--- src/rtl/core/assert_macros.svh ---
// Assertion macros shared by the RTL, empty when SYNTH is set.
`ifndef ASSERT_MACROS_SVH
`define ASSERT_MACROS_SVH
`ifndef SYNTH
// Clocked property, muted while reset is low.
`define KMGS_ASSERT(name, prop) \
    name: assert property (@(posedge clk) disable iff (!rst_n) (prop)) \
        else $error("kmgs: assertion failed");
// Invariant that must hold at every clocked edge out of reset.
`define KMGS_ASSERT_ALWAYS(name, expr) \
    name: assert property (@(posedge clk) disable iff (!rst_n) (expr)) \
        else $error("kmgs: invariant broken");
`else
`define KMGS_ASSERT(name, prop)
`define KMGS_ASSERT_ALWAYS(name, expr)
`endif
`endif

--- src/rtl/core/kmgs_pkg.sv ---
// Types, constants and helpers for the key matrix ghost scanner.
package kmgs_pkg;

    localparam logic [7:0] JOY_IDLE     = 8'h1F;
    localparam logic [7:0] GATE_OPEN    = 8'h80;
    localparam logic [7:0] PORT_IDLE    = 8'hFF;
    localparam logic [7:0] CODE_SKIP    = 8'h21;
    localparam logic [7:0] CODE_RELEASE = 8'h2F;
    localparam int unsigned MAX_ROUNDS  = 17;
    localparam int unsigned POSITIONS   = 64;

    localparam logic ACT_LOAD = 1'b0;
    localparam logic ACT_POLL = 1'b1;

    typedef enum logic [4:0] {
        S_IDLE   = 5'b00001,
        S_PORT   = 5'b00010,
        S_SCAN   = 5'b00100,
        S_SEARCH = 5'b01000,
        S_OUT    = 5'b10000
    } state_t;

    // One spreading round: next row/column masks and whether nothing changed.
    typedef struct packed {
        logic [7:0] rows;
        logic [7:0] cols;
        logic       stable;
    } spread_t;

    // Result word, last field in the lowest bits.
    typedef struct packed {
        logic [6:0] pad;
        logic       idle_reset;
        logic       event_new;
        logic [7:0] event_code;
        logic [5:0] key_position;
        logic       key_found;
        logic       scan_ran;
        logic       joystick_gated;
        logic       joy_moved;
        logic [4:0] joystick_bits;
        logic [7:0] port_b_value;
    } result_t;

    function automatic result_t kmgs_result(
        input logic [7:0] pb,
        input logic [7:0] gate,
        input logic       scanned,
        input logic       found,
        input logic [5:0] pos,
        input logic [7:0] ev,
        input logic       fresh
    );
        result_t r;
        logic    active;
        logic    gated;
        active = (pb[4:0] != JOY_IDLE[4:0]);
        gated  = (gate != GATE_OPEN);
        r.pad              = '0;
        r.port_b_value     = pb;
        r.joystick_bits    = gated ? JOY_IDLE[4:0] : pb[4:0];
        r.joy_moved        = active;
        r.joystick_gated   = gated;
        r.scan_ran         = scanned;
        r.key_found        = found;
        r.key_position     = pos;
        r.event_code       = ev;
        r.event_new        = fresh;
        r.idle_reset       = active | fresh;
        return r;
    endfunction

endpackage

--- src/rtl/core/kmgs_ram.sv ---
// Generic single-port-write, registered-read RAM.
module kmgs_ram #(
    parameter int WIDTH = 8,
    parameter int DEPTH = 64
) (
    input  logic                     clk,
    input  logic                     we,
    input  logic [$clog2(DEPTH)-1:0] waddr,
    input  logic [WIDTH-1:0]         wdata,
    input  logic [$clog2(DEPTH)-1:0] raddr,
    output logic [WIDTH-1:0]         rdata
);

    logic [WIDTH-1:0] mem [DEPTH];

    always_ff @(posedge clk)
    begin
        if (we)
        begin
            mem[waddr] <= wdata;
        end
        rdata <= mem[raddr];
    end

endmodule

--- src/rtl/core/kmgs_spread.sv ---
// One round of low-level spreading through closed switches of the matrix.
module kmgs_spread
    import kmgs_pkg::*;
(
    input  logic [63:0] keys,
    input  logic [7:0]  rows,
    input  logic [7:0]  cols,
    output spread_t     nxt
);

    logic [7:0] nr;
    logic [7:0] nc;

    always_comb
    begin
        nr = rows;
        nc = cols;
        for (int i = 0; i < 8; i++)
        begin
            // a low column pulls every row it touches low, and vice versa
            if (cols[i])
            begin
                nr = nr | keys[i*8 +: 8];
            end
            if (|(rows & keys[i*8 +: 8]))
            begin
                nc[i] = 1'b1;
            end
        end
        nxt.rows   = nr;
        nxt.cols   = nc;
        nxt.stable = (nr == rows) && (nc == cols);
    end

endmodule

--- src/rtl/core/keyboard_matrix_ghost_scanner.sv ---
// Top level: sequencer around the shared spreading unit and the code table.
//
//  channel | dir | handshake              | content
//  s_*     | in  | s_tvalid / s_tready    | tuser action, tdata load or poll word
//  m_*     | out | m_tvalid / m_tready    | tdata result word, one per poll
//
// A load gives no word. A poll runs the port closure in 1..17 spreading rounds; with a
// busy port the result then goes out from the output state. With both ports idle the
// port closure settles in one round, then 8 row closures of 1..17 rounds each and a walk
// of the 64-entry table (one read a cycle) precede the output state. Reset is
// asynchronous and leaves the table undefined. While a result waits on m_tready the next
// poll holds in its output state and no input word is taken.
`include "assert_macros.svh"
module keyboard_matrix_ghost_scanner
    import kmgs_pkg::*;
(
    input  logic         clk,
    input  logic         rst_n,
    input  logic         s_tvalid,
    output logic         s_tready,
    // table_index[5:0] table_value[13:6] key_matrix[77:14]
    // port_a_lines[85:78] port_b_lines[93:86] gate_value[101:94], zero pad
    input  logic [103:0] s_tdata,
    // action[0]
    input  logic         s_tuser,
    output logic         m_tvalid,
    input  logic         m_tready,
    // port_b_value[7:0] joystick_bits[12:8] joy_moved[13]
    // joystick_gated[14] scan_ran[15] key_found[16]
    // key_position[22:17] event_code[30:23] event_new[31] idle_reset[32], pad
    output logic [39:0]  m_tdata
);

    state_t      state_reg, state_next;
    logic [63:0] keys_reg, keys_next;
    logic [7:0]  pa_reg, pa_next;
    logic [7:0]  gate_reg, gate_next;
    logic [7:0]  pb_reg, pb_next;
    logic [7:0]  rows_reg, rows_next;
    logic [7:0]  cols_reg, cols_next;
    logic [4:0]  round_reg, round_next;
    logic [2:0]  row_reg, row_next;
    logic [63:0] reach_reg, reach_next;
    logic [6:0]  addr_reg, addr_next;
    logic        chk_valid_reg, chk_valid_next;
    logic [5:0]  chk_pos_reg, chk_pos_next;
    logic [7:0]  held_reg, held_next;
    logic [7:0]  event_reg, event_next;
    result_t     res_reg, res_next;
    logic        m_tvalid_reg, m_tvalid_next;
    result_t     m_tdata_reg, m_tdata_next;

    spread_t     spr;
    logic        closure_done;
    logic [7:0]  closure_cols;
    logic [7:0]  pb_w;
    logic [7:0]  code_w;
    logic        load_w;
    logic        poll_w;

    assign s_tready = (state_reg == S_IDLE);
    assign m_tvalid = m_tvalid_reg;
    assign m_tdata  = m_tdata_reg;
    assign load_w   = s_tvalid && s_tready && (s_tuser == ACT_LOAD);
    assign poll_w   = s_tvalid && s_tready && (s_tuser == ACT_POLL);

    kmgs_spread u_spread (
        .keys (keys_reg),
        .rows (rows_reg),
        .cols (cols_reg),
        .nxt  (spr)
    );

    kmgs_ram #(
        .WIDTH (8),
        .DEPTH (POSITIONS)
    ) u_table (
        .clk   (clk),
        .we    (load_w),
        .waddr (s_tdata[5:0]),
        .wdata (s_tdata[13:6]),
        .raddr (addr_reg[5:0]),
        .rdata (code_w)
    );

    // closure ends when a round changes nothing or the round budget runs out
    assign closure_done = spr.stable || (round_reg == 5'(MAX_ROUNDS - 1));
    assign closure_cols = spr.stable ? cols_reg : spr.cols;
    assign pb_w         = ~closure_cols;

    always_comb
    begin
        state_next     = state_reg;
        keys_next      = keys_reg;
        pa_next        = pa_reg;
        gate_next      = gate_reg;
        pb_next        = pb_reg;
        rows_next      = rows_reg;
        cols_next      = cols_reg;
        round_next     = round_reg;
        row_next       = row_reg;
        reach_next     = reach_reg;
        addr_next      = addr_reg;
        chk_valid_next = chk_valid_reg;
        chk_pos_next   = chk_pos_reg;
        held_next      = held_reg;
        event_next     = event_reg;
        res_next       = res_reg;
        m_tvalid_next  = m_tvalid_reg;
        m_tdata_next   = m_tdata_reg;

        if (m_tvalid_reg && m_tready)
        begin
            m_tvalid_next = 1'b0;
        end

        case (state_reg)
            S_IDLE:
            begin
                if (poll_w)
                begin
                    keys_next  = s_tdata[77:14];
                    pa_next    = s_tdata[85:78];
                    gate_next  = s_tdata[101:94];
                    rows_next  = ~s_tdata[85:78];
                    cols_next  = ~s_tdata[93:86];
                    round_next = '0;
                    state_next = S_PORT;
                end
            end
            S_PORT:
            begin
                if (closure_done)
                begin
                    pb_next = pb_w;
                    if (pa_reg == PORT_IDLE && pb_w == PORT_IDLE)
                    begin
                        rows_next  = 8'd1;
                        cols_next  = '0;
                        round_next = '0;
                        row_next   = '0;
                        reach_next = '0;
                        state_next = S_SCAN;
                    end
                    else
                    begin
                        res_next   = kmgs_result(pb_w, gate_reg, 1'b0, 1'b0, 6'd0,
                                                 event_reg, 1'b0);
                        state_next = S_OUT;
                    end
                end
                else
                begin
                    rows_next  = spr.rows;
                    cols_next  = spr.cols;
                    round_next = round_reg + 5'd1;
                end
            end
            S_SCAN:
            begin
                if (closure_done)
                begin
                    // position p = column*8 + row
                    for (int p = 0; p < 64; p++)
                    begin
                        if (3'(p) == row_reg)
                        begin
                            reach_next[p] = closure_cols[p / 8];
                        end
                    end
                    round_next = '0;
                    cols_next  = '0;
                    if (row_reg == 3'd7)
                    begin
                        addr_next      = '0;
                        chk_valid_next = 1'b0;
                        state_next     = S_SEARCH;
                    end
                    else
                    begin
                        row_next  = row_reg + 3'd1;
                        rows_next = 8'd1 << (row_reg + 3'd1);
                    end
                end
                else
                begin
                    rows_next  = spr.rows;
                    cols_next  = spr.cols;
                    round_next = round_reg + 5'd1;
                end
            end
            S_SEARCH:
            begin
                // the registered table read returns in the cycle after its address
                if (addr_reg != 7'(POSITIONS))
                begin
                    chk_valid_next = 1'b1;
                    chk_pos_next   = addr_reg[5:0];
                    addr_next      = addr_reg + 7'd1;
                end
                else
                begin
                    chk_valid_next = 1'b0;
                end

                if (chk_valid_reg && reach_reg[chk_pos_reg] && code_w != CODE_SKIP)
                begin
                    if (code_w != held_reg)
                    begin
                        if (code_w == CODE_RELEASE)
                        begin
                            held_next = '0;
                            res_next  = kmgs_result(pb_reg, gate_reg, 1'b1, 1'b1,
                                                    chk_pos_reg, event_reg, 1'b0);
                        end
                        else
                        begin
                            held_next  = code_w;
                            event_next = code_w;
                            res_next   = kmgs_result(pb_reg, gate_reg, 1'b1, 1'b1,
                                                     chk_pos_reg, code_w, 1'b1);
                        end
                    end
                    else
                    begin
                        res_next = kmgs_result(pb_reg, gate_reg, 1'b1, 1'b1,
                                               chk_pos_reg, event_reg, 1'b0);
                    end
                    state_next = S_OUT;
                end
                else if (!chk_valid_reg && addr_reg == 7'(POSITIONS))
                begin
                    held_next  = '0;
                    res_next   = kmgs_result(pb_reg, gate_reg, 1'b1, 1'b0, 6'd0,
                                             event_reg, 1'b0);
                    state_next = S_OUT;
                end
            end
            S_OUT:
            begin
                if (!m_tvalid_reg || m_tready)
                begin
                    m_tvalid_next = 1'b1;
                    m_tdata_next  = res_reg;
                    state_next    = S_IDLE;
                end
            end
            default:
            begin
                state_next = S_IDLE;
            end
        endcase
    end

    always_ff @(posedge clk or negedge rst_n)
    begin
        if (!rst_n)
        begin
            state_reg     <= S_IDLE;
            round_reg     <= '0;
            row_reg       <= '0;
            addr_reg      <= '0;
            chk_valid_reg <= 1'b0;
            held_reg      <= '0;
            event_reg     <= '0;
            m_tvalid_reg  <= 1'b0;
        end
        else
        begin
            state_reg     <= state_next;
            round_reg     <= round_next;
            row_reg       <= row_next;
            addr_reg      <= addr_next;
            chk_valid_reg <= chk_valid_next;
            held_reg      <= held_next;
            event_reg     <= event_next;
            m_tvalid_reg  <= m_tvalid_next;
        end
    end

    always_ff @(posedge clk)
    begin
        keys_reg    <= keys_next;
        pa_reg      <= pa_next;
        gate_reg    <= gate_next;
        pb_reg      <= pb_next;
        rows_reg    <= rows_next;
        cols_reg    <= cols_next;
        reach_reg   <= reach_next;
        chk_pos_reg <= chk_pos_next;
        res_reg     <= res_next;
        m_tdata_reg <= m_tdata_next;
    end

    `KMGS_ASSERT_ALWAYS(a_held_never_release, held_reg != CODE_RELEASE)
    `KMGS_ASSERT(a_poll_starts_closure, poll_w |=> state_reg == S_PORT)
    `KMGS_ASSERT(a_new_needs_hit, m_tvalid_reg && m_tdata_reg.event_new |-> m_tdata_reg.key_found)
    `KMGS_ASSERT(a_round_bound, (state_reg == S_PORT || state_reg == S_SCAN) |-> round_reg < 5'(MAX_ROUNDS))

endmodule

--- config.mk ---
export PLATFORM = sky130hd
export DESIGN_NAME = keyboard_matrix_ghost_scanner
export DESIGN_NICKNAME = d
export VERILOG_FILES = /design/src/rtl/core/kmgs_pkg.sv /design/src/rtl/core/kmgs_ram.sv /design/src/rtl/core/kmgs_spread.sv /design/src/rtl/core/keyboard_matrix_ghost_scanner.sv
export VERILOG_INCLUDE_DIRS = /design/src /design/src/rtl/core
export SDC_FILE = /design/constraint.sdc
export NUM_CORES = 1
export LEC_CHECK = 0
export ABC_AREA = 1
export BUFFER_PORTS_ARGS = -buffer_cell sky130_fd_sc_hd__buf_4
export CAP_MARGIN = 15
export CORE_UTILIZATION = 38
export CTS_CLUSTER_DIAMETER = 30
export DETAILED_ROUTE_END_ITERATION = 10
export PLACE_DENSITY = 0.61
export SYNTH_ARGS = -nofsm -noshare
export SYNTH_HDL_FRONTEND = slang
export SYNTH_SLANG_ARGS = --single-unit
export TNS_END_PERCENT = 100
--- constraint.sdc ---
create_clock -name clk -period 2.9 [get_ports clk]
set_input_delay 0.29 -clock clk [delete_from_list [all_inputs] [get_ports clk]]
set_output_delay 0.29 -clock clk [all_outputs]
set_load 0.005 [all_outputs]
; ---- After elaboration in Yosys (flattened, before gate mapping)
; Memory sizes are Yosys's and may differ from the RTL's. A register that Yosys moved wholly into a read port is not among the register bits.
; Index checks and enable logic that the tools add are counted.
[op_classes]
n_shift = 1
n_div = 0
multipliers = 0
n_eq_ne = 47
n_mux = 143
addsub = 3
reduce_logical = 48
order_cmp = 1
n_bitwise = 21
[op_table]
columns = op, n
row1 = $mux 40, 5
row2 = $mux 64, 3
row3 = $mux 8, 22
row4 = $pmux 64 s2, 1
row5 = $mux 1, 81
row6 = $pmux 40 s2, 1
row7 = $mux 5, 14
row8 = $and 8x8->8, 8
row9 = $or 8x8->8, 8
row10 = $reduce_or 8->1, 8
row11 = $pmux 8 s3, 2
row12 = $reduce_and 5->1, 9
row13 = $mux 33, 1
row14 = $ne 2x2->1 const B, 16
row15 = $pmux 5 s5, 1
row16 = $not 8->8, 3
row17 = $mux 7, 3
row18 = $eq 8x8->1, 2
row19 = $eq 8x8->1 const B, 2
row20 = $reduce_and 4->1, 4
row21 = $pmux 5 s3, 1
row22 = $pmux 7 s2, 1
row23 = $eq 3x3->1 const A, 4
row24 = $mux 3, 4
row25 = other kinds (35), 60
[totals]
memories = 1
latch_bits = 0
ff_bits = 292
output_inout_bits = 42
wordCells = 310
in_bits = 109
rom_bits = 0
ramBits = 512
[mem_list]
columns = name, words, word_bits, rd, rd_clocked_by_memory_dff, write_ports, line_no
row1 = u_table.mem, 64, 8, 1, 1, 1, kmgs_ram.sv:14  ; logic [WIDTH-1:0] mem [DEPTH];

; ---- Logic depth before layout (Yosys ltp)
[logic_depth]
word_depth = 25
depth_mapped = 17
mapped_depth_nobuf = 15

; ---- By module
; A second synthesis with hierarchy kept.
[hier_totals]
hier_cells = 2990
hier_area_um2 = 33593.5
[modules_own_cells]
columns = module, area_each_um2, seq_area_each_um2, instances, cells_per_inst
row1 = kmgs_ram, 21291.7, 15534.9, 1, 1822
row2 = keyboard_matrix_ghost_scanner, 10933.0, 8159.1, 1, 853
row3 = kmgs_spread, 1368.8, 0.0, 1, 315

; ---- Worst setup path before layout
; No wires, ideal clock.
[synth_path]
path_kind = register to register
start = register state_reg[2]
end = register state_reg[0]
arrival_time_ns = 3.002
setup_time_ns = 0.060
stages_incl_launch_ff = 12
n_path_buf = 0
t_required_ns = 2.840
synth_period_minus_slack_ns = 3.063
slack_ns = -0.163
cell_sequence = dfrtp_1 -> nor2_1 -> nand4_1 -> nor2_1 -> nand2_1 -> inv_1 -> nor2_1 -> nor3_1 -> nand2_1 -> inv_1 -> nand3_1 -> nand2_1
[synth_via]
elab_chain_cells = 5
word_cells_on_any_way = 15
classes_between = eq/ne: 11 / mux: 1 / reduce/logical: 3
[synth_rtl]
columns = item, line_no
row1 = "start, declared", keyboard_matrix_ghost_scanner.sv:34  ; state_t state_reg, state_next;
row2 = "start signal, assigned", keyboard_matrix_ghost_scanner.sv:270  ; state_reg <= state_next;
row3 = $eq 5x1->1, "keyboard_matrix_ghost_scanner.sv:61, keyboard_matrix_ghost_scanner.sv:117"
row4 = $logic_and 1x1->1 (2 in a row), keyboard_matrix_ghost_scanner.sv:65  ; assign poll_w = s_tvalid && s_tready && (s_tuser == ACT_POLL);
row5 = $ne 2x1->1 (no source line), --
row6 = $reduce_and 6->1 (no source line), --
; Several ways; a longest one is shown, not always the timed one.
; A chain may end at the register's enable or synchronous reset.

; ---- Worst setup path in the final report
[layout_path]
start = register rows_reg[5]
end = register reach_reg[62] (enable)
[layout_via]
elab_chain_cells = 24
word_cells_on_any_way = 52
classes_between = eq/ne: 6 / mux: 17 / bitwise: 17 / reduce/logical: 12
[layout_rtl]
columns = item, line_no
row1 = "start, declared", keyboard_matrix_ghost_scanner.sv:39  ; logic [7:0] rows_reg, rows_next;
row2 = "start signal, assigned", keyboard_matrix_ghost_scanner.sv:287  ; rows_reg <= rows_next;
row3 = $or 8x8->8, kmgs_spread.sv:23  ; nr = nr | keys[i*8 +: 8];
row4 = $mux 8, kmgs_spread.sv:21  ; if (cols[i])
row5 = $or 8x8->8, kmgs_spread.sv:23
row6 = $mux 8, kmgs_spread.sv:21
row7 = $or 8x8->8, kmgs_spread.sv:23
row8 = $mux 8, kmgs_spread.sv:21
row9 = $or 8x8->8, kmgs_spread.sv:23
row10 = $mux 8, kmgs_spread.sv:21
row11 = (+9 left out), --
row12 = $logic_and 1x1->1, kmgs_spread.sv:32  ; nxt.stable = (nr == rows) && (nc == cols);
row13 = $mux 8 (*), keyboard_matrix_ghost_scanner.sv:88  ; assign closure_cols = spr.stable ? cols_reg : spr.cols;
row14 = $not 8->8 (*), keyboard_matrix_ghost_scanner.sv:89  ; assign pb_w = ~closure_cols;
row15 = via pb_w[2], keyboard_matrix_ghost_scanner.sv:56  ; logic [7:0] pb_w;
row16 = $eq 8x8->1 (*), keyboard_matrix_ghost_scanner.sv:136  ; if (pa_reg == PORT_IDLE && pb_w == PORT_IDLE)
row17 = $logic_and 1x1->1 (*), keyboard_matrix_ghost_scanner.sv:136
row18 = $ne 2x2->1 (no source line) (*), --
row19 = $reduce_and 5->1 (no source line) (*), --
row20 = "end signal, assigned", keyboard_matrix_ghost_scanner.sv:289  ; reach_reg <= reach_next;
row21 = "end, declared", keyboard_matrix_ghost_scanner.sv:43  ; logic [63:0] reach_reg, reach_next;
; Mark *: on every way through the listed nets, which the timed path passes. The rest lies on a longest branch.

==> flow_summary.rst <==
.. list-table::
   :header-rows: 1

   * - Metric
     - Value
   * - Starting Density
     - 0.3862
   * - Crit path max fanout
     - 9
   * - Nature of the critical path startpoint
     - register
   * - Status
     - completed
   * - Total global routing track utilization
     - 0.1957
   * - Asr flop ratio synth
     - 0.04762
   * - Final setup violation count
     - 0
   * - Dpl hpwl
     - 50060 um
   * - Boundary pin count
     - 151
   * - Commonest non-fill, non-tap cell in the layout
     - sky130_fd_sc_hd__edfxtp_1
   * - Antenna violations before repair
     - 1
   * - WL met3
     - 5827 um
   * - Post-DR vias/cell
     - 5.097
   * - Vias after detailed routing
     - 22309
   * - Final Wtd Congestion
     - 0.8896
   * - Max_cap viols
     - 0
   * - Netlist Area Pre-Place
     - 0.03247 mm^2
   * - Buffer type at the clock tree root
     - sky130_fd_sc_hd__clkbuf_16
   * - Cells after synthesis
     - 2719
   * - Number of remaining DRC errors
     - 0
   * - Remaining Overflow, GRT
     - 0
   * - EDFF count, synth
     - 752
   * - Number of warnings issued by yosys
     - 0
   * - Area share of and/or/nand/nor cells after synthesis
     - 0.1454
   * - Maximum vdd ir drop
     - 0.6107 mV
   * - Pwr dens
     - 796.8 mW/mm^2
   * - Total iterations of the first detailed-routing run
     - 5
   * - Worst-path clk slew
     - 0.05 ns
   * - Final number of hold-violating endpoints
     - 0
   * - Die area
     - 0.08662 mm^2
   * - Nets
     - 3234
   * - Critical Path End Type
     - register
   * - Largest net degree at the start of global routing
     - 145
   * - Unrepaired setup endpoints after global routing
     - no
   * - Row Count
     - 106
   * - Wire length of the first global-routing pass
     - 128000 um
   * - Final non-filler cell area
     - 0.04172 mm^2
   * - Depth of the CTS H-tree
     - 4
   * - Placeable core region
     - 0.08409 mm^2
   * - Mean post-synth cell area
     - 11.94 um^2
   * - Worst clock skew on the final layout
     - 0.03437 ns
   * - Die Span Y
     - 294.3 um
   * - M1 wire length
     - 35380 um
   * - Leakage power summed over all cells
     - 15.84 nW
   * - Sink count of the clock tree
     - 798
   * - Clock buffer count from CTS
     - 153
   * - Sequential element share of the synthesized area
     - 0.7297
   * - Multiplexer fraction of the synthesized cell area
     - 0
   * - Number of distinct library cell variants in the gate-level netlist after synthesis
     - 47
   * - Maximum clock frequency
     - 361.6 MHz
   * - Top flip-flop cell by instance count after synthesis
     - sky130_fd_sc_hd__edfxtp_1
   * - Xor/xnor share of the synthesized area
     - 0.003237
   * - Placed instance area
     - 0.03553 mm^2
   * - Total power
     - 33.24 mW
   * - Input/output buffers
     - 141
   * - Commonest cells after routing, fill and taps aside
     - sky130_fd_sc_hd__edfxtp_1, sky130_fd_sc_hd__nand2_1, sky130_fd_sc_hd__nor2_1
   * - Critical path arrival
     - 3.12 ns
   * - Worst reg-to-reg setup slack
     - 0.13 ns
   * - DRC marker count from the first detailed-route iteration
     - 1958
   * - Number of synthesized register bits
     - 798
   * - Vias in the first global route
     - 21779
   * - Share of post-route cells with drive strength above 1
     - 0.1774
   * - CP required
     - 3.26 ns
   * - Routed len/inst
     - 19.17 um
   * - Min-Delay Path Class
     - input pin to async pin
   * - Depth of the worst register-to-register path
     - 13
   * - Clock insertion delay at the later pin of the skew report
     - 0.73 ns
   * - Endpoint of the worst register-to-register path
     - reach_reg[62]
   * - Share of synthesized cell area in full adder, half adder and majority cells
     - 0.004239
   * - Compound-gate portion of the synthesized area
     - 0.08027
   * - Maximum root-to-sink buffer count
     - 3
   * - Transition time at the pin with the least slew margin
     - 0.8195 ns
   * - Routed length on met2
     - 39940 um
   * - Overall die width
     - 294.3 um
   * - Max-slew violation count
     - 0
   * - Number of flip-flops under the largest register name
     - 512
   * - Total negative setup slack
     - 0 ns
   * - Uppermost layer routed
     - met4
   * - Critical Setup Path Class
     - register to register
   * - Antenna-violating nets left
     - 0
   * - Largest family of logic cells by synthesized area
     - simple AND/OR/NAND/NOR gates
   * - Period minus WS final
     - 2.765 ns
   * - Area growth syn-to-layout
     - 28.48%
   * - Clock tree from TritonCTS
     - yes
   * - Total Routed Length
     - 83900 um
   * - Tcrit/Tclk final
     - 0.9536
   * - Reg2Reg Launch Point
     - rows_reg[5]
   * - Slew headroom
     - 0.4537
-- worst max path at each step --
stage / from / end / depth (start not counted)
3_3_place_gp: rows_reg[1] / reach_reg[46] / 13
3_5_place_dp: rows_reg[1] / reach_reg[46] / 13
2_1_floorplan: addr_reg[0] / res_reg[0] / 12
5_1_grt: rows_reg[5] / reach_reg[62] / 13
6_report: rows_reg[5] / reach_reg[62] / 13
4_1_cts: rows_reg[1] / reach_reg[62] / 13
-- per-layer routing --
metal  global-route usage  up-vias
li1                     -    10485
met1               0.2589    10742
met2               0.3159      878
met3              0.03401      204
met4              0.08638        0
met5                    0        -
-- worst max-delay path, stage by stage, from the launching register on --
cell and delay (ns):
sky130_fd_sc_hd__edfxtp_1 0.55, sky130_fd_sc_hd__nand2_1 0.16, sky130_fd_sc_hd__nand2_1 0.08, sky130_fd_sc_hd__nor2_1 0.20
sky130_fd_sc_hd__nand2_1 0.14, sky130_fd_sc_hd__nor2_1 0.15, sky130_fd_sc_hd__nand3_1 0.10, sky130_fd_sc_hd__nor2_1 0.20
sky130_fd_sc_hd__nand2_1 0.16, sky130_fd_sc_hd__nand2_2 0.13, sky130_fd_sc_hd__nand2_1 0.08, sky130_fd_sc_hd__inv_2 0.07
sky130_fd_sc_hd__o21ai_0 0.08, sky130_fd_sc_hd__inv_1 0.29
-- what timing repair did --
action / CTS / global route
endpoints found under the setup margin: 0 / 40
resized for setup: 0 / 1
hold buffers: 91 / 0
hold endpoints to repair: 134 / 0
setup buffers: 0 / 7
-- synth_stat cells (2+ instances only) --
library cell               number  area [um^2]
sky130_fd_sc_hd__edfxtp_1     752        22580
sky130_fd_sc_hd__nand2_1      528         1982
sky130_fd_sc_hd__nor2_1       403         1513
sky130_fd_sc_hd__o21ai_0      274         1371
sky130_fd_sc_hd__nand3_1      145        725.7
sky130_fd_sc_hd__o22ai_1      131        819.5
sky130_fd_sc_hd__inv_1        118        442.9
sky130_fd_sc_hd__clkbuf_1      85        319.1
sky130_fd_sc_hd__a21oi_1       37        185.2
sky130_fd_sc_hd__dfrtp_1       37        925.9
sky130_fd_sc_hd__buf_2         35        175.2
sky130_fd_sc_hd__nand4_1       25        156.4
sky130_fd_sc_hd__o21ai_1       17        85.08
sky130_fd_sc_hd__buf_4         15        112.6
sky130_fd_sc_hd__ha_1          11        137.6
sky130_fd_sc_hd__buf_6          9        101.4
sky130_fd_sc_hd__nor3_1         9        45.04
sky130_fd_sc_hd__dfxtp_1        8        160.2
sky130_fd_sc_hd__xor2_1         8        70.07
sky130_fd_sc_hd__inv_2          7        26.28
sky130_fd_sc_hd__nand3b_1       7        52.55
sky130_fd_sc_hd__nand2_2        5        31.28
sky130_fd_sc_hd__o221ai_1       5        43.79
sky130_fd_sc_hd__nor4_1         4        25.02
sky130_fd_sc_hd__or2_0          4        25.02
sky130_fd_sc_hd__or2_1          4        25.02
sky130_fd_sc_hd__xnor2_1        4        35.03
sky130_fd_sc_hd__a211oi_1       3        22.52
sky130_fd_sc_hd__a41oi_1        3        26.28
sky130_fd_sc_hd__buf_1          3        11.26
sky130_fd_sc_hd__nand3_2        3        30.03
sky130_fd_sc_hd__o211ai_1       3        22.52
sky130_fd_sc_hd__nor2_2         2        12.51
sky130_fd_sc_hd__or2_2          2        12.51
-- area by class of cell --
type	instances	area, um^2
sequential	798	23700
inverter	127	495.5
multi-input combinational	1653	7610
fill	7287	42370
tap	1134	1419
timing repair buffer	381	3288
clock inverter	105	1184
clock buffer	178	4018
antenna	1	2.502
-- metrics by stage --
| step | std cells | setup WS [ns] | hold slack (ns) | util |
|---|---|---|---|---|
| floorplan | 2725 | 0.1384 | -0.005591 | - |
| global placement | 3995 | 0.2781 | 0.3201 | 0.4226 |
| detailed placement | 3995 | 0.2436 | 0.3293 | 0.4226 |
| CTS | 4369 | 0.2321 | 0.1014 | 0.4953 |
| global route | 4377 | 0.006831 | 0.1537 | 0.4961 |
| finish | 4377 | 0.1346 | 0.1217 | 0.4961 |
-- kinds of logic after synthesis --
family,after synthesis
compound gates,476
xor+xnor,12
fa+ha+maj,11
buf+inv,274
flops,798
other cells,1
simple gates,1147
-- where the power goes --
part | internal [mW] | switching (mW) | leakage [nW] | total, mW
Combinational | 0.761 | 1.37 | 5.89 | 2.13
Sequential | 13.3 | 0.339 | 7.44 | 13.6
Clock | 11.6 | 5.93 | 2.51 | 17.5
Total | 25.6 | 7.64 | 15.8 | 33.2
Note: power is estimated with default switching activity, not from simulation.
